`config.mk`:
```
export PLATFORM = sky130hd
export DESIGN_NAME = posture_deviation_dwell_detector_unit
export DESIGN_NICKNAME = d
export VERILOG_FILES = /design/src/sv/pdd_pkg.sv /design/src/sv/pdd_regs.sv /design/src/sv/pdd_tracker.sv /design/src/sv/posture_deviation_dwell_detector_unit.sv
export SDC_FILE = /design/constraint.sdc
export NUM_CORES = 2
export LEC_CHECK = 0
export CAP_MARGIN = 20
export CORE_MARGIN = 1.5
export CORE_UTILIZATION = 40
export DETAILED_ROUTE_END_ITERATION = 10
export DONT_BUFFER_PORTS = 1
export GPL_TIMING_DRIVEN = 1
export PLACE_DENSITY = 0.55
export SLEW_MARGIN = 20
export SYNTH_ARGS = -nofsm -noshare
export SYNTH_HDL_FRONTEND = slang
export SYNTH_SLANG_ARGS = --single-unit
```
`constraint.sdc`:
```
create_clock -name clk -period 12.75 [get_ports clk]
set_input_delay 2.55 -clock clk [delete_from_list [all_inputs] [get_ports clk]]
set_output_delay 2.55 -clock clk [all_outputs]
set_load 0.02 [all_outputs]
```
`src/sv/pdd_pkg.sv`:
```
// Shared types, codes and helper functions for the posture deviation dwell detector.
package pdd_pkg;

    localparam int CFG_W      = 6;
    localparam int PITCH_W    = 11;
    localparam int DEV_W      = 12;
    localparam int MAG_W      = 11;
    localparam int DWELL_W    = 16;
    localparam int WORD_W     = 32;
    localparam int DUR_W      = 23;
    localparam int ADDR_W     = 5;
    localparam int IDX_W      = 3;

    localparam logic [CFG_W-1:0]   CFG_MIN       = 6'd1;
    localparam logic [CFG_W-1:0]   CFG_MAX       = 6'd60;
    localparam logic [CFG_W-1:0]   THRESHOLD_RST = 6'd15;
    localparam logic [CFG_W-1:0]   SUSTAIN_RST   = 6'd5;
    localparam logic [CFG_W-1:0]   RECOVER_RST   = 6'd5;
    localparam logic [DWELL_W-1:0] DWELL_MAX     = 16'hFFFF;
    localparam logic [WORD_W-1:0]  MS_PER_SEC    = 32'd1000;
    localparam logic [9:0]         DEG_TO_X10    = 10'd10;
    // ceil(2^35 / 125): exact quotient of a 29-bit value by 125.
    localparam logic [28:0]        RECIP_125     = 29'd274877907;

    typedef enum logic [1:0] {
        POSTURE_UNKNOWN = 2'd0,
        POSTURE_UPRIGHT = 2'd1,
        POSTURE_SLOUCH  = 2'd2
    } posture_t;

    typedef enum logic [1:0] {
        OP_TICK        = 2'd0,
        OP_CALIBRATE   = 2'd1,
        OP_STATS_CLEAR = 2'd2,
        OP_UNUSED      = 2'd3
    } opcode_t;

    typedef enum logic [IDX_W-1:0] {
        REG_THRESHOLD    = 3'd0,
        REG_SUSTAIN      = 3'd1,
        REG_RECOVER      = 3'd2,
        REG_PRESET_BASE  = 3'd3,
        REG_PRESET_VALID = 3'd4
    } reg_idx_t;

    typedef struct packed {
        logic [CFG_W-1:0] threshold_deg;
        logic [CFG_W-1:0] slouch_delay;
        logic [CFG_W-1:0] recover_sec;
    } cfg_t;

    typedef struct packed {
        logic                      baseline_we;
        logic signed [PITCH_W-1:0] baseline;
        logic                      valid_we;
        logic                      valid;
    } preset_load_t;

    function automatic logic [CFG_W-1:0] clamp_cfg(input logic [CFG_W-1:0] v);
        logic [CFG_W-1:0] r;
        begin
            r = v;
            if (v < CFG_MIN)
            begin
                r = CFG_MIN;
            end
            else if (v > CFG_MAX)
            begin
                r = CFG_MAX;
            end
            return r;
        end
    endfunction

    // Milliseconds to whole seconds: divide by 8 with a shift, then by 125
    // through a reciprocal multiply.
    function automatic logic [DUR_W-1:0] ms_to_sec(input logic [WORD_W-1:0] ms);
        logic [28:0] eighths;
        logic [57:0] prod;
        begin
            eighths = ms[WORD_W-1:3];
            prod    = {29'd0, eighths} * {29'd0, RECIP_125};
            return prod[57:35];
        end
    endfunction

endpackage

```
`src/sv/pdd_regs.sv`:
```
// APB-style configuration register file with clamped dwell settings.
module pdd_regs
(
    input  logic                              clk,
    input  logic                              rst_n,
    input  logic                              psel,
    input  logic                              penable,
    input  logic                              pwrite,
    input  logic [pdd_pkg::ADDR_W-1:0]        paddr,
    input  logic [pdd_pkg::WORD_W-1:0]        pwdata,
    output logic [pdd_pkg::WORD_W-1:0]        prdata,
    output logic                              pready,
    output pdd_pkg::cfg_t                     cfg,
    output pdd_pkg::preset_load_t             preset_load
);

    logic [pdd_pkg::CFG_W-1:0]          threshold_reg;
    logic [pdd_pkg::CFG_W-1:0]          sustain_reg;
    logic [pdd_pkg::CFG_W-1:0]          recover_reg;
    logic signed [pdd_pkg::PITCH_W-1:0] preset_base_reg;
    logic                               preset_valid_reg;
    logic                               wr_en;
    pdd_pkg::reg_idx_t                  idx;
    logic [pdd_pkg::CFG_W-1:0]          wr_clamped;

    assign pready     = 1'b1;
    assign wr_en      = psel && penable && pwrite;
    assign idx        = pdd_pkg::reg_idx_t'(paddr[pdd_pkg::ADDR_W-1:2]);
    assign wr_clamped = pdd_pkg::clamp_cfg(pwdata[pdd_pkg::CFG_W-1:0]);

    always_ff @(posedge clk or negedge rst_n)
    begin
        if (!rst_n)
        begin
            threshold_reg    <= pdd_pkg::THRESHOLD_RST;
            sustain_reg      <= pdd_pkg::SUSTAIN_RST;
            recover_reg      <= pdd_pkg::RECOVER_RST;
            preset_base_reg  <= '0;
            preset_valid_reg <= 1'b0;
        end
        else if (wr_en)
        begin
            case (idx)
                pdd_pkg::REG_THRESHOLD:    threshold_reg    <= wr_clamped;
                pdd_pkg::REG_SUSTAIN:      sustain_reg      <= wr_clamped;
                pdd_pkg::REG_RECOVER:      recover_reg      <= wr_clamped;
                pdd_pkg::REG_PRESET_BASE:  preset_base_reg  <= pwdata[pdd_pkg::PITCH_W-1:0];
                pdd_pkg::REG_PRESET_VALID: preset_valid_reg <= pwdata[0];
                default:                   ;
            endcase
        end
    end

    // Preset writes also load the live baseline and calibration flag.
    always_comb
    begin
        preset_load.baseline_we = wr_en && (idx == pdd_pkg::REG_PRESET_BASE);
        preset_load.baseline    = pwdata[pdd_pkg::PITCH_W-1:0];
        preset_load.valid_we    = wr_en && (idx == pdd_pkg::REG_PRESET_VALID);
        preset_load.valid       = pwdata[0];
    end

    assign cfg.threshold_deg = threshold_reg;
    assign cfg.slouch_delay  = sustain_reg;
    assign cfg.recover_sec   = recover_reg;

    always_comb
    begin
        case (idx)
            pdd_pkg::REG_THRESHOLD:    prdata = {26'd0, threshold_reg};
            pdd_pkg::REG_SUSTAIN:      prdata = {26'd0, sustain_reg};
            pdd_pkg::REG_RECOVER:      prdata = {26'd0, recover_reg};
            pdd_pkg::REG_PRESET_BASE:  prdata = {{21{preset_base_reg[10]}}, preset_base_reg};
            pdd_pkg::REG_PRESET_VALID: prdata = {31'd0, preset_valid_reg};
            default:                   prdata = '0;
        endcase
    end

endmodule

```
`src/sv/pdd_tracker.sv`:
```
// Input register, posture state and statistics update, and result register.
module pdd_tracker
(
    input  logic                               clk,
    input  logic                               rst_n,
    input  pdd_pkg::cfg_t                      cfg,
    input  pdd_pkg::preset_load_t              preset_load,
    input  logic                               in_valid,
    output logic                               in_ready,
    input  logic [1:0]                         opcode,
    input  logic signed [pdd_pkg::PITCH_W-1:0] pitch_x10,
    input  logic [pdd_pkg::WORD_W-1:0]         now_ms,
    output logic                               out_valid,
    input  logic                               out_ready,
    output logic [1:0]                         posture,
    output logic signed [pdd_pkg::DEV_W-1:0]   deviation_x10,
    output logic [pdd_pkg::WORD_W-1:0]         session_count,
    output logic [pdd_pkg::WORD_W-1:0]         slouch_time_sec,
    output logic [pdd_pkg::DUR_W-1:0]          longest_session_sec,
    output logic [pdd_pkg::WORD_W-1:0]         since_upright_sec,
    output logic                               event_valid,
    output logic [pdd_pkg::WORD_W-1:0]         event_start_ms,
    output logic [pdd_pkg::DUR_W-1:0]          event_duration_sec,
    output logic [pdd_pkg::MAG_W-1:0]          event_peak_dev_x10
);

    // Input stage.
    logic                               in_valid_reg;
    pdd_pkg::opcode_t                   op_reg;
    logic signed [pdd_pkg::PITCH_W-1:0] pitch_reg;
    logic [pdd_pkg::WORD_W-1:0]         now_reg;

    // Tracking state.
    pdd_pkg::posture_t                  posture_reg, posture_next;
    logic signed [pdd_pkg::PITCH_W-1:0] baseline_reg, baseline_next;
    logic                               calibrated_reg, calibrated_next;
    logic [pdd_pkg::DWELL_W-1:0]        above_reg, above_next;
    logic [pdd_pkg::DWELL_W-1:0]        below_reg, below_next;
    logic [pdd_pkg::WORD_W-1:0]         start_reg, start_next;
    logic [pdd_pkg::MAG_W-1:0]          peak_reg, peak_next;
    logic [pdd_pkg::WORD_W-1:0]         sessions_reg, sessions_next;
    logic [pdd_pkg::WORD_W-1:0]         slouch_reg, slouch_next;
    logic [pdd_pkg::DUR_W-1:0]          longest_reg, longest_next;
    logic [pdd_pkg::WORD_W-1:0]         upright_reg, upright_next;
    logic [pdd_pkg::WORD_W-1:0]         seconds_reg, seconds_next;

    // Result stage.
    logic                               out_valid_reg;
    pdd_pkg::posture_t                  res_posture_reg;
    logic signed [pdd_pkg::DEV_W-1:0]   res_dev_reg, res_dev_next;
    logic [pdd_pkg::WORD_W-1:0]         res_since_reg, res_since_next;
    logic                               res_ev_reg, res_ev_next;
    logic [pdd_pkg::WORD_W-1:0]         res_ev_start_reg, res_ev_start_next;
    logic [pdd_pkg::DUR_W-1:0]          res_ev_dur_reg, res_ev_dur_next;
    logic [pdd_pkg::MAG_W-1:0]          res_ev_peak_reg, res_ev_peak_next;
    logic [pdd_pkg::WORD_W-1:0]         res_sessions_reg;
    logic [pdd_pkg::WORD_W-1:0]         res_slouch_reg;
    logic [pdd_pkg::DUR_W-1:0]          res_longest_reg;

    logic                               advance;
    logic                               fire;
    logic signed [pdd_pkg::DEV_W-1:0]   dev;
    logic [pdd_pkg::DEV_W-1:0]          dev_abs;
    logic [pdd_pkg::MAG_W-1:0]          mag;
    logic [9:0]                         thr_x10;
    logic [pdd_pkg::DWELL_W-1:0]        above_inc;
    logic [pdd_pkg::DWELL_W-1:0]        below_inc;
    logic [pdd_pkg::WORD_W-1:0]         sustain_ms;
    logic [pdd_pkg::DUR_W-1:0]          dur;

    assign advance  = !out_valid_reg || out_ready;
    assign fire     = in_valid_reg && advance;
    assign in_ready = !in_valid_reg || advance;

    always_ff @(posedge clk or negedge rst_n)
    begin
        if (!rst_n)
        begin
            in_valid_reg <= 1'b0;
        end
        else if (in_ready)
        begin
            in_valid_reg <= in_valid;
        end
    end

    always_ff @(posedge clk)
    begin
        if (in_valid && in_ready)
        begin
            op_reg    <= pdd_pkg::opcode_t'(opcode);
            pitch_reg <= pitch_x10;
            now_reg   <= now_ms;
        end
    end

    assign dev       = {pitch_reg[10], pitch_reg} - {baseline_reg[10], baseline_reg};
    assign dev_abs   = dev[pdd_pkg::DEV_W-1] ? -dev : dev;
    assign mag       = dev_abs[pdd_pkg::MAG_W-1:0];
    assign thr_x10   = {4'd0, cfg.threshold_deg} * pdd_pkg::DEG_TO_X10;
    assign above_inc = (above_reg == pdd_pkg::DWELL_MAX) ? above_reg : above_reg + 16'd1;
    assign below_inc = (below_reg == pdd_pkg::DWELL_MAX) ? below_reg : below_reg + 16'd1;
    assign sustain_ms = {26'd0, cfg.slouch_delay} * pdd_pkg::MS_PER_SEC;
    assign dur       = pdd_pkg::ms_to_sec(now_reg - start_reg);

    always_comb
    begin
        posture_next      = posture_reg;
        baseline_next     = baseline_reg;
        calibrated_next   = calibrated_reg;
        above_next        = above_reg;
        below_next        = below_reg;
        start_next        = start_reg;
        peak_next         = peak_reg;
        sessions_next     = sessions_reg;
        slouch_next       = slouch_reg;
        longest_next      = longest_reg;
        upright_next      = upright_reg;
        seconds_next      = seconds_reg;
        res_ev_next       = 1'b0;
        res_ev_start_next = '0;
        res_ev_dur_next   = '0;
        res_ev_peak_next  = '0;

        case (op_reg)
            pdd_pkg::OP_TICK:
            begin
                seconds_next = seconds_reg + 32'd1;
                if (!calibrated_reg)
                begin
                    posture_next = pdd_pkg::POSTURE_UNKNOWN;
                end
                else if (mag > {1'b0, thr_x10})
                begin
                    above_next = above_inc;
                    below_next = '0;
                    if (posture_reg == pdd_pkg::POSTURE_SLOUCH)
                    begin
                        if (mag > peak_reg)
                        begin
                            peak_next = mag;
                        end
                        slouch_next = slouch_reg + 32'd1;
                    end
                    else if (above_inc >= {10'd0, cfg.slouch_delay})
                    begin
                        posture_next  = pdd_pkg::POSTURE_SLOUCH;
                        start_next    = now_reg - sustain_ms;
                        peak_next     = mag;
                        sessions_next = sessions_reg + 32'd1;
                        slouch_next   = slouch_reg + {26'd0, cfg.slouch_delay};
                    end
                end
                else
                begin
                    below_next = below_inc;
                    above_next = '0;
                    if (posture_reg == pdd_pkg::POSTURE_SLOUCH)
                    begin
                        if (below_inc >= {10'd0, cfg.recover_sec})
                        begin
                            if (dur > longest_reg)
                            begin
                                longest_next = dur;
                            end
                            res_ev_next       = 1'b1;
                            res_ev_start_next = start_reg;
                            res_ev_dur_next   = dur;
                            res_ev_peak_next  = peak_reg;
                            posture_next      = pdd_pkg::POSTURE_UPRIGHT;
                            upright_next      = seconds_reg + 32'd1;
                        end
                        else
                        begin
                            slouch_next = slouch_reg + 32'd1;
                        end
                    end
                    else
                    begin
                        posture_next = pdd_pkg::POSTURE_UPRIGHT;
                        upright_next = seconds_reg + 32'd1;
                    end
                end
            end
            pdd_pkg::OP_CALIBRATE:
            begin
                baseline_next   = pitch_reg;
                calibrated_next = 1'b1;
                posture_next    = pdd_pkg::POSTURE_UPRIGHT;
                above_next      = '0;
                below_next      = '0;
            end
            pdd_pkg::OP_STATS_CLEAR:
            begin
                sessions_next = '0;
                slouch_next   = '0;
                longest_next  = '0;
                above_next    = '0;
                below_next    = '0;
                start_next    = '0;
                peak_next     = '0;
            end
            default:
            begin
            end
        endcase

        res_dev_next = {pitch_reg[10], pitch_reg} - {baseline_next[10], baseline_next};
        if ((upright_next == '0) || (seconds_next < upright_next))
        begin
            res_since_next = '0;
        end
        else
        begin
            res_since_next = seconds_next - upright_next;
        end
    end

    always_ff @(posedge clk or negedge rst_n)
    begin
        if (!rst_n)
        begin
            posture_reg    <= pdd_pkg::POSTURE_UNKNOWN;
            baseline_reg   <= '0;
            calibrated_reg <= 1'b0;
            above_reg      <= '0;
            below_reg      <= '0;
            start_reg      <= '0;
            peak_reg       <= '0;
            sessions_reg   <= '0;
            slouch_reg     <= '0;
            longest_reg    <= '0;
            upright_reg    <= '0;
            seconds_reg    <= '0;
        end
        else if (fire)
        begin
            posture_reg    <= posture_next;
            baseline_reg   <= baseline_next;
            calibrated_reg <= calibrated_next;
            above_reg      <= above_next;
            below_reg      <= below_next;
            start_reg      <= start_next;
            peak_reg       <= peak_next;
            sessions_reg   <= sessions_next;
            slouch_reg     <= slouch_next;
            longest_reg    <= longest_next;
            upright_reg    <= upright_next;
            seconds_reg    <= seconds_next;
        end
        else
        begin
            // Preset writes must arrive only while no transaction is in flight; the block does not enforce it.
            if (preset_load.baseline_we)
            begin
                baseline_reg <= preset_load.baseline;
            end
            if (preset_load.valid_we)
            begin
                calibrated_reg <= preset_load.valid;
            end
        end
    end

    always_ff @(posedge clk or negedge rst_n)
    begin
        if (!rst_n)
        begin
            out_valid_reg <= 1'b0;
        end
        else if (advance)
        begin
            out_valid_reg <= in_valid_reg;
        end
    end

    always_ff @(posedge clk)
    begin
        if (fire)
        begin
            res_posture_reg  <= posture_next;
            res_dev_reg      <= res_dev_next;
            res_sessions_reg <= sessions_next;
            res_slouch_reg   <= slouch_next;
            res_longest_reg  <= longest_next;
            res_since_reg    <= res_since_next;
            res_ev_reg       <= res_ev_next;
            res_ev_start_reg <= res_ev_start_next;
            res_ev_dur_reg   <= res_ev_dur_next;
            res_ev_peak_reg  <= res_ev_peak_next;
        end
    end

    assign out_valid           = out_valid_reg;
    assign posture             = res_posture_reg;
    assign deviation_x10       = res_dev_reg;
    assign session_count       = res_sessions_reg;
    assign slouch_time_sec     = res_slouch_reg;
    assign longest_session_sec = res_longest_reg;
    assign since_upright_sec   = res_since_reg;
    assign event_valid         = res_ev_reg;
    assign event_start_ms      = res_ev_start_reg;
    assign event_duration_sec  = res_ev_dur_reg;
    assign event_peak_dev_x10  = res_ev_peak_reg;

    // A finished session always leaves the detector upright.
    a_event_upright: assert property (@(posedge clk) disable iff (!rst_n)
        out_valid_reg && res_ev_reg |-> res_posture_reg == pdd_pkg::POSTURE_UPRIGHT)
        else $error("session event without upright posture");

    // The two dwell counters never run at the same time.
    a_dwell_exclusive: assert property (@(posedge clk) disable iff (!rst_n)
        above_reg != '0 |-> below_reg == '0)
        else $error("above and below dwell counters both nonzero");

    // A new session is counted only on entry into the slouching state.
    a_session_entry: assert property (@(posedge clk) disable iff (!rst_n)
        fire && op_reg == pdd_pkg::OP_TICK && sessions_next != sessions_reg
        |-> posture_next == pdd_pkg::POSTURE_SLOUCH
            && posture_reg != pdd_pkg::POSTURE_SLOUCH)
        else $error("session counted outside slouch entry");

    // A held transaction in the input stage is not lost while the result stalls.
    a_input_hold: assert property (@(posedge clk) disable iff (!rst_n)
        in_valid_reg && !advance |=> in_valid_reg && $stable(now_reg))
        else $error("input stage dropped a stalled transaction");

endmodule

```
`src/sv/posture_deviation_dwell_detector_unit.sv`:
```
// Top level of the posture deviation dwell detector: config port plus tracker.
// Each transaction is latched into an input register and resolved by the
// update logic into the result register, which drives the outputs, and a new
// transaction can be taken every cycle while the result side keeps up. The
// input register also holds one transaction while a result waits to be taken.
// The longest path per cycle is the session duration: a 32-bit subtract
// followed by a shift and a 29 x 29 reciprocal multiply that together divide
// by 1000, and the compare against the longest session. Configuration
// writes through the APB-style port take effect at once and must be made only
// while no transaction is in flight.
module posture_deviation_dwell_detector_unit
(
    input  logic                               clk,
    input  logic                               rst_n,
    input  logic                               psel,
    input  logic                               penable,
    input  logic                               pwrite,
    input  logic [pdd_pkg::ADDR_W-1:0]         paddr,
    input  logic [pdd_pkg::WORD_W-1:0]         pwdata,
    output logic [pdd_pkg::WORD_W-1:0]         prdata,
    output logic                               pready,
    input  logic                               in_valid,
    output logic                               in_ready,
    input  logic [1:0]                         opcode,
    input  logic signed [pdd_pkg::PITCH_W-1:0] pitch_x10,
    input  logic [pdd_pkg::WORD_W-1:0]         now_ms,
    output logic                               out_valid,
    input  logic                               out_ready,
    output logic [1:0]                         posture,
    output logic signed [pdd_pkg::DEV_W-1:0]   deviation_x10,
    output logic [pdd_pkg::WORD_W-1:0]         session_count,
    output logic [pdd_pkg::WORD_W-1:0]         slouch_time_sec,
    output logic [pdd_pkg::DUR_W-1:0]          longest_session_sec,
    output logic [pdd_pkg::WORD_W-1:0]         since_upright_sec,
    output logic                               event_valid,
    output logic [pdd_pkg::WORD_W-1:0]         event_start_ms,
    output logic [pdd_pkg::DUR_W-1:0]          event_duration_sec,
    output logic [pdd_pkg::MAG_W-1:0]          event_peak_dev_x10
);

    pdd_pkg::cfg_t         cfg;
    pdd_pkg::preset_load_t preset_load;

    pdd_regs u_regs
    (
        .clk         (clk),
        .rst_n       (rst_n),
        .psel        (psel),
        .penable     (penable),
        .pwrite      (pwrite),
        .paddr       (paddr),
        .pwdata      (pwdata),
        .prdata      (prdata),
        .pready      (pready),
        .cfg         (cfg),
        .preset_load (preset_load)
    );

    pdd_tracker u_tracker
    (
        .clk                 (clk),
        .rst_n               (rst_n),
        .cfg                 (cfg),
        .preset_load         (preset_load),
        .in_valid            (in_valid),
        .in_ready            (in_ready),
        .opcode              (opcode),
        .pitch_x10           (pitch_x10),
        .now_ms              (now_ms),
        .out_valid           (out_valid),
        .out_ready           (out_ready),
        .posture             (posture),
        .deviation_x10       (deviation_x10),
        .session_count       (session_count),
        .slouch_time_sec     (slouch_time_sec),
        .longest_session_sec (longest_session_sec),
        .since_upright_sec   (since_upright_sec),
        .event_valid         (event_valid),
        .event_start_ms      (event_start_ms),
        .event_duration_sec  (event_duration_sec),
        .event_peak_dev_x10  (event_peak_dev_x10)
    );

endmodule

```
# Yosys cells after proc, flatten, opt, wreduce, memory -nomap -nowiden
# Cells that the tools add are included.
[op_classes]
multipliers = 3
bitwise_logic = 4
magnitude_cmp = 8
add_sub_neg = 12
n_eq_ne = 16
reduce_logical = 30
mux = 61
[ops]
columns = ["op", "count"]
rows = [
  ["2-to-1 mux 32 bit", 20],
  ["one-hot mux 32 bit (2 select lines)", 3],
  ["one-hot mux 32 bit (5 select lines)", 1],
  ["2-to-1 mux 23 bit", 5],
  ["2-to-1 mux 11 bit", 9],
  ["adder 32 x 1 -> 32 bit (second input constant)", 3],
  ["2-to-1 mux 16 bit", 6],
  ["one-hot mux 16 bit (2 select lines)", 2],
  ["subtractor 32 bit", 2],
  ["multiplier 29 x 29 -> 58 bit (second input constant)", 1],
  ["one-hot mux 23 bit (2 select lines)", 1],
  ["adder 16 x 1 -> 16 bit (second input constant)", 2],
  ["adder 32 x 6 -> 32 bit", 1],
  ["equality test 16 bit (second input constant)", 2],
  ["greater-or-equal comparator 16 x 6 -> 1 bit", 2],
  ["zero test 32 bit", 1],
  ["less-than comparator 32 bit", 1],
  ["subtractor 32 x 16 -> 32 bit", 1],
  ["subtractor 11 x 11 -> 12 bit", 2],
  ["greater-than comparator 23 bit", 1],
  ["one-hot mux 11 bit (2 select lines)", 1],
  ["multiplier 6 x 7 -> 13 bit (second input constant)", 1],
  ["2-to-1 mux 2 bit", 6],
  ["2-to-1 mux 6 bit", 2],
  ["30 further kinds", 58],
]
[word_totals]
reg_bits = 517
out_inout_bits = 235
wordCells = 166

# Logic depth before layout (Yosys ltp)
[logic_depth]
depth_word = 10
depth_mapped = 52

# Hierarchy
# A second synthesis with hierarchy kept.
[hier_totals]
hier_cells = 4556
area_unflattened_um2 = 44682.9
[by_module_without_submodules]
columns = ["mod", "area_each_um2", "instances", "cells_per_inst", "seq_area_each_um2"]
rows = [
  ["pdd_tracker", 42906.2, 1, 4420, 13412.9],
  ["pdd_regs", 1776.7, 1, 136, 760.7],
]

# Worst setup path before layout
# No wires, ideal clock.
[synth_timing]
path_type = "register to register"
start = "register u_tracker.now_reg[5] in the netlist's numbering"
end = "register u_tracker.res_longest_reg, in the netlist u_tracker.longest_session_sec[13] (data pin)"
setup_time_ns = 0.265
setup_slack_ns = 1.522
path_stages_with_launch = 48
required_ns = 12.485
period_less_slack_ns = 11.228
arrival_ns = 10.963
n_path_buf = 1
cell_sequence = "edfxtp_1 -> ha_1 -> and2_1 -> a221oi_1 -> nand2_1 -> or2_2 -> a21oi_1 -> nor2_1 -> o21a_1 -> nor2_1 -> nor2b_1 -> nor2_1 -> xnor2_1 -> ha_1 -> fa_1 -> fa_1 -> inv_1 -> fa_1 -> [12 not listed] -> a31oi_1 -> o21ai_0 -> o21a_1 -> a21oi_1 -> xnor2_1 -> inv_1 -> ha_1 -> nand4_1 -> nor2_1 -> and3_1 -> inv_1 -> o221ai_1 -> nand4_1 -> nor3_1 -> clkbuf_1 -> nor2_1 -> a22oi_1 -> o21ai_0"
[synth_between]
elab_chain_cells = 9
[synth_lines]
columns = ["element", "line_no", "rtl"]
rows = [
  ["from (decl)", "pdd_tracker.sv:31", "logic [pdd_pkg::WORD_W-1:0] now_reg;"],
  ["from (signal assigned)", "pdd_tracker.sv:93", "now_reg <= now_ms;"],
  ["subtractor 32 bit", "pdd_tracker.sv:104", "assign dur = pdd_pkg::ms_to_sec(now_reg - start_reg);"],
  ["multiplier 29 x 29 -> 58 bit", "pdd_pkg.sv:82", "prod = {29'd0, eighths} * {29'd0, RECIP_125};"],
  ["net u_tracker.dur, one bit", "pdd_tracker.sv:69", "logic [pdd_pkg::DUR_W-1:0] dur;"],
  ["greater-than comparator 23 bit", "pdd_tracker.sv:162", "if (dur > longest_reg)"],
  ["2-to-1 mux 23 bit", "pdd_tracker.sv:162", ""],
  ["2-to-1 mux 23 bit", "pdd_tracker.sv:160", "if (below_inc >= {10'd0, cfg.recover_sec})"],
  ["2-to-1 mux 23 bit", "pdd_tracker.sv:158", "if (posture_reg == pdd_pkg::POSTURE_SLOUCH)"],
  ["2-to-1 mux 23 bit", "pdd_tracker.sv:133", "else if (mag > {1'b0, thr_x10})"],
  ["2-to-1 mux 23 bit", "pdd_tracker.sv:129", "if (!calibrated_reg)"],
  ["one-hot mux 23 bit (2 select lines)", "pdd_tracker.sv:125", "case (op_reg)"],
  ["net u_tracker.longest_next, one bit", "pdd_tracker.sv:43", "logic [pdd_pkg::DUR_W-1:0] longest_reg, longest_next;"],
  ["to (signal assigned)", "pdd_tracker.sv:285", "res_longest_reg <= longest_next;"],
  ["to (decl)", "pdd_tracker.sv:58", "logic [pdd_pkg::DUR_W-1:0] res_longest_reg;"],
]
# The timed path passes the listed nets, and every way through them passes these cells.
# A chain may end at the register's enable or synchronous reset.

# Worst setup path in the final report
[layout_timing]
start = "register u_tracker.now_reg[6] in the netlist's numbering"
end = "register u_tracker.res_longest_reg, in the netlist u_tracker.longest_session_sec[11] (data pin)"
# Same word-level chain as after synthesis.

==> impl_metrics.env <==
export IMPL_clk_pin_slew_worst_setup_hold_paths_ns=0.06
export IMPL_die_area_um2=114000
export IMPL_io_pins=324
export IMPL_grt_overflow=0
export IMPL_ys_top_cells_by_area="sky130_fd_sc_hd__edfxtp_1 (16%), sky130_fd_sc_hd__ha_1 (16%), sky130_fd_sc_hd__dfrtp_1 (15%)"
export IMPL_crit_reg2reg_launch="u_tracker.now_reg[6]$_DFFE_PP_"
export IMPL_grt_pass1_wl_um=194000
export IMPL_maxCapViolCount=0
export IMPL_hold_worst_slack_ns=0.464
export IMPL_fmax_ghz=0.0821
export IMPL_critical_path_s_most_frequent_cell="sky130_fd_sc_hd__fa_1"
export IMPL_place_port_buffers=0
export IMPL_critical_path_end_type="flop"
export IMPL_hold_path_cell_count=2
export IMPL_global_route_usage_over_all_layers_pct=22.2
export IMPL_fin_crit_ns=12.18
export IMPL_netlist_top_cells_count="sky130_fd_sc_hd__inv_1 (626), sky130_fd_sc_hd__ha_1 (561), sky130_fd_sc_hd__nand2_1 (417), sky130_fd_sc_hd__nor2_1 (295), sky130_fd_sc_hd__fa_1 (284)"
export IMPL_cts_hold_buffers_added=0
export IMPL_clock_sink_count=517
export IMPL_floorplan_initialDensity_pct=40.3
export IMPL_final_fill_count=10805
export IMPL_path_max_fanout=14
export IMPL_drc=0
export IMPL_post_dp_hpwl_um=95100
export IMPL_data_required_time_of_the_critical_path_ns=13.19
export IMPL_detailedRoute_firstPassIterationCount=8
export IMPL_most_repeated_cell_in_the_gate_level_netlist_after_synthesis="sky130_fd_sc_hd__inv_1"
export IMPL_cpPeakStageDelay_ns=0.56
export IMPL_grt_max_degree=273
export IMPL_cts_root_buffer="sky130_fd_sc_hd__clkbuf_16"
export IMPL_synthArstFlopShare_pct=52.6
export IMPL_cp_start_kind="flop"
export IMPL_clock_tree_from_tritoncts="done"
export IMPL_gpl_final_weighted_congestion=0.915
export IMPL_timing_hold_worst_endpoint="u_tracker.peak_reg[3]$_DFFE_PN0P_"
export IMPL_layout_nets=5566
export IMPL_synth_edf_count=245
export IMPL_drt_first_iter_violations=1976
export IMPL_finish_utilization_pct=44.3
export IMPL_synth_cell_types=101
export IMPL_max_clock_path_buffers=3
export IMPL_wire_per_inst_um=20.4
export IMPL_cts_htree_levels=3
export IMPL_postSynthAreaPerCell_um2=9.63
export IMPL_synth_cells=4644
export IMPL_final_max_slew_violation_count=0
export IMPL_post_route_cells_drive_above_1_share_pct=7.15
export IMPL_multiInputGateArea_um2=27500
export IMPL_fin_skew_ns=0.0443
export IMPL_reg2reg_setup_slack_ns=0.57
export IMPL_worst_endpoint_data_arrival_time_ns=12.63
export IMPL_run_status="complete, no violations"
export IMPL_tritoncts_num_buffers=67
export IMPL_n_antenna_cell=0
export IMPL_register_area_um2=14200
export IMPL_vias=32932
export IMPL_final_hold_viol_count=0
export IMPL_post_synth_instance_area_um2=44700
export IMPL_rsz0062_at_grt="yes"
export IMPL_die_h_um=337
export IMPL_synth_net_count=5578
export IMPL_placement_rows=122
export IMPL_synth_top_cell_area_share_pct=16.5
export IMPL_area_growth_from_synthesis_to_layout_pct=9.79
export IMPL_critical_path_slowest_cell="sky130_fd_sc_hd__fa_1"
export IMPL_vias_per_cell=5.33
export IMPL_seq_area_frac_synth_pct=31.7
export IMPL_worst_slew_pin_slew_ns=1.19
export IMPL_rr_endpoint="u_tracker.longest_session_sec[11]$_DFFE_PP_"
export IMPL_timing_worst_setup_path_type="flop to flop"
export IMPL_design_core_area_um2=111000
export IMPL_initial_antenna_violation_count=13
export IMPL_clk_insertion_delay_late_ns=0.67
export IMPL_timing_setup_tns_ns=0
export IMPL_hold_class="flop to flop"
export IMPL_die_x_um=337
export IMPL_final_min_period_over_clock_period_pct=95.5
export IMPL_worst_hold_startpoint="u_tracker.peak_reg[3]$_DFFE_PN0P_"
export IMPL_worstRegToRegCells=51
export IMPL_cell_type_with_the_largest_total_area_after_synthesis="sky130_fd_sc_hd__edfxtp_1"
export IMPL_crit_family="adder cells"
export IMPL_path_buf_inv=9
export IMPL_synth_ff_latch_count=517
export IMPL_drtAntennaViolNets=0
export IMPL_first_global_vias=32563
export IMPL_totalWireLength_um=126000
export IMPL_timing_final_setup_violations=0
export IMPL_timing_max_slew_rel_slack_pct=20.4
export IMPL_most_instantiated_flip_flop_cell_in_the_synthesis_netlist="sky130_fd_sc_hd__dfrtp_1"
export IMPL_synthesis_yosys_warnings=0
-- metrics by stage --
stage	std cells	worst slack, ns	area (um2)
5_1_grt	6175	-0.00464	49100
4_1_cts	6172	0.0429	48900
3_5_place_dp	6048	0.189	46700
3_3_place_gp	6047	0.195	46700
2_1_floorplan	4644	1.52	44700
6_report	6175	0.568	49100
-- cells in the final DEF (no fill, tap or decap), drive strengths merged, types with 12 or more instances in the layout --
cell type | Yosys | final
ha | 561 | 561
o21bai | 18 | 18
o211ai | 30 | 30
o21ai | 257 | 257
and4 | 12 | 12
inv | 627 | 634
xnor2 | 152 | 152
clkinv | 1 | 23
and3 | 69 | 69
or4 | 20 | 20
or3 | 22 | 22
nor3 | 63 | 63
fa | 284 | 284
and2 | 43 | 43
nand2b | 42 | 42
nand4 | 53 | 53
o31ai | 54 | 54
a22o | 36 | 36
nor2 | 297 | 297
buf | 62 | 119
o21a | 22 | 22
a31oi | 49 | 49
a21o | 75 | 75
nand2 | 419 | 419
nor2b | 40 | 40
xor2 | 101 | 101
nand3 | 108 | 108
nor4 | 29 | 29
a41oi | 12 | 12
clkbuf | 137 | 84
edfxtp | 245 | 245
a21oi | 212 | 212
mux2i | 30 | 30
dfrtp | 264 | 264
mux2 | 12 | 12
-- worst max-delay path by stage --
stage                                         from  slack, ns  cells after the start                                     endpoint
floorplan           u_tracker.now_reg[5]$_DFFE_PP_       1.52                     47  u_tracker.longest_session_sec[13]$_DFFE_PP_
CTS                 u_tracker.now_reg[6]$_DFFE_PP_       0.04                     51  u_tracker.longest_session_sec[11]$_DFFE_PP_
global route        u_tracker.now_reg[6]$_DFFE_PP_     -0.005                     52  u_tracker.longest_session_sec[16]$_DFFE_PP_
detailed placement  u_tracker.now_reg[6]$_DFFE_PP_       0.19                     50   u_tracker.longest_session_sec[6]$_DFFE_PP_
finish              u_tracker.now_reg[6]$_DFFE_PP_       0.57                     51  u_tracker.longest_session_sec[11]$_DFFE_PP_
global placement    u_tracker.now_reg[6]$_DFFE_PP_       0.20                     51  u_tracker.longest_session_sec[11]$_DFFE_PP_
-- kinds of logic after synthesis --
family,after synthesis,synth area share [%]
adders and majority gates,845,28.4
muxes,48,1.28
other,1,0.00839
DFF,517,31.7
and+or+nand+nor,1255,13.5
xor gates and xnor gates,253,4.97
buffers and inverters,828,7.27
AOI/OAI and AO/OA,897,12.8
-- worst reg2reg max path: cells and delay by family, from the launching register on --
kind | cells | cell delay, ns
buffers and inverters | 9 | 0.81
xor gates and xnor gates | 2 | 0.57
DFF | 1 | 0.42
AOI/OAI and AO/OA | 18 | 3.63
adders and majority gates | 11 | 4.83
and+or+nand+nor | 11 | 1.75
-- layout make-up --
type | count | share of cell area (%)
clock inverter | 40 | 0.869
clock buffer | 84 | 3.65
multi-input combinational | 3299 | 56.0
tap | 1488 | 3.79
timing repair buffer | 119 | 1.97
inverter | 628 | 4.82
sequential | 517 | 28.9
-- timing repair --
item / CTS / global route
buffers inserted: 0 / 3
resized for setup: 0 / 21
setup endpoints to repair: 0 / 46
-- per-layer routing --
layer,global-route usage (%),routed length [um],vias to the layer above
met5,0,122,-
met4,6.65,3780,18
met3,5.36,8110,189
met2,35.3,57800,714
met1,29.9,56000,16065
li1,-,-,15946
Power is left out: the tool's default activity adds up to more than one toggle a clock period on the data nets, which glitch-free logic cannot reach.
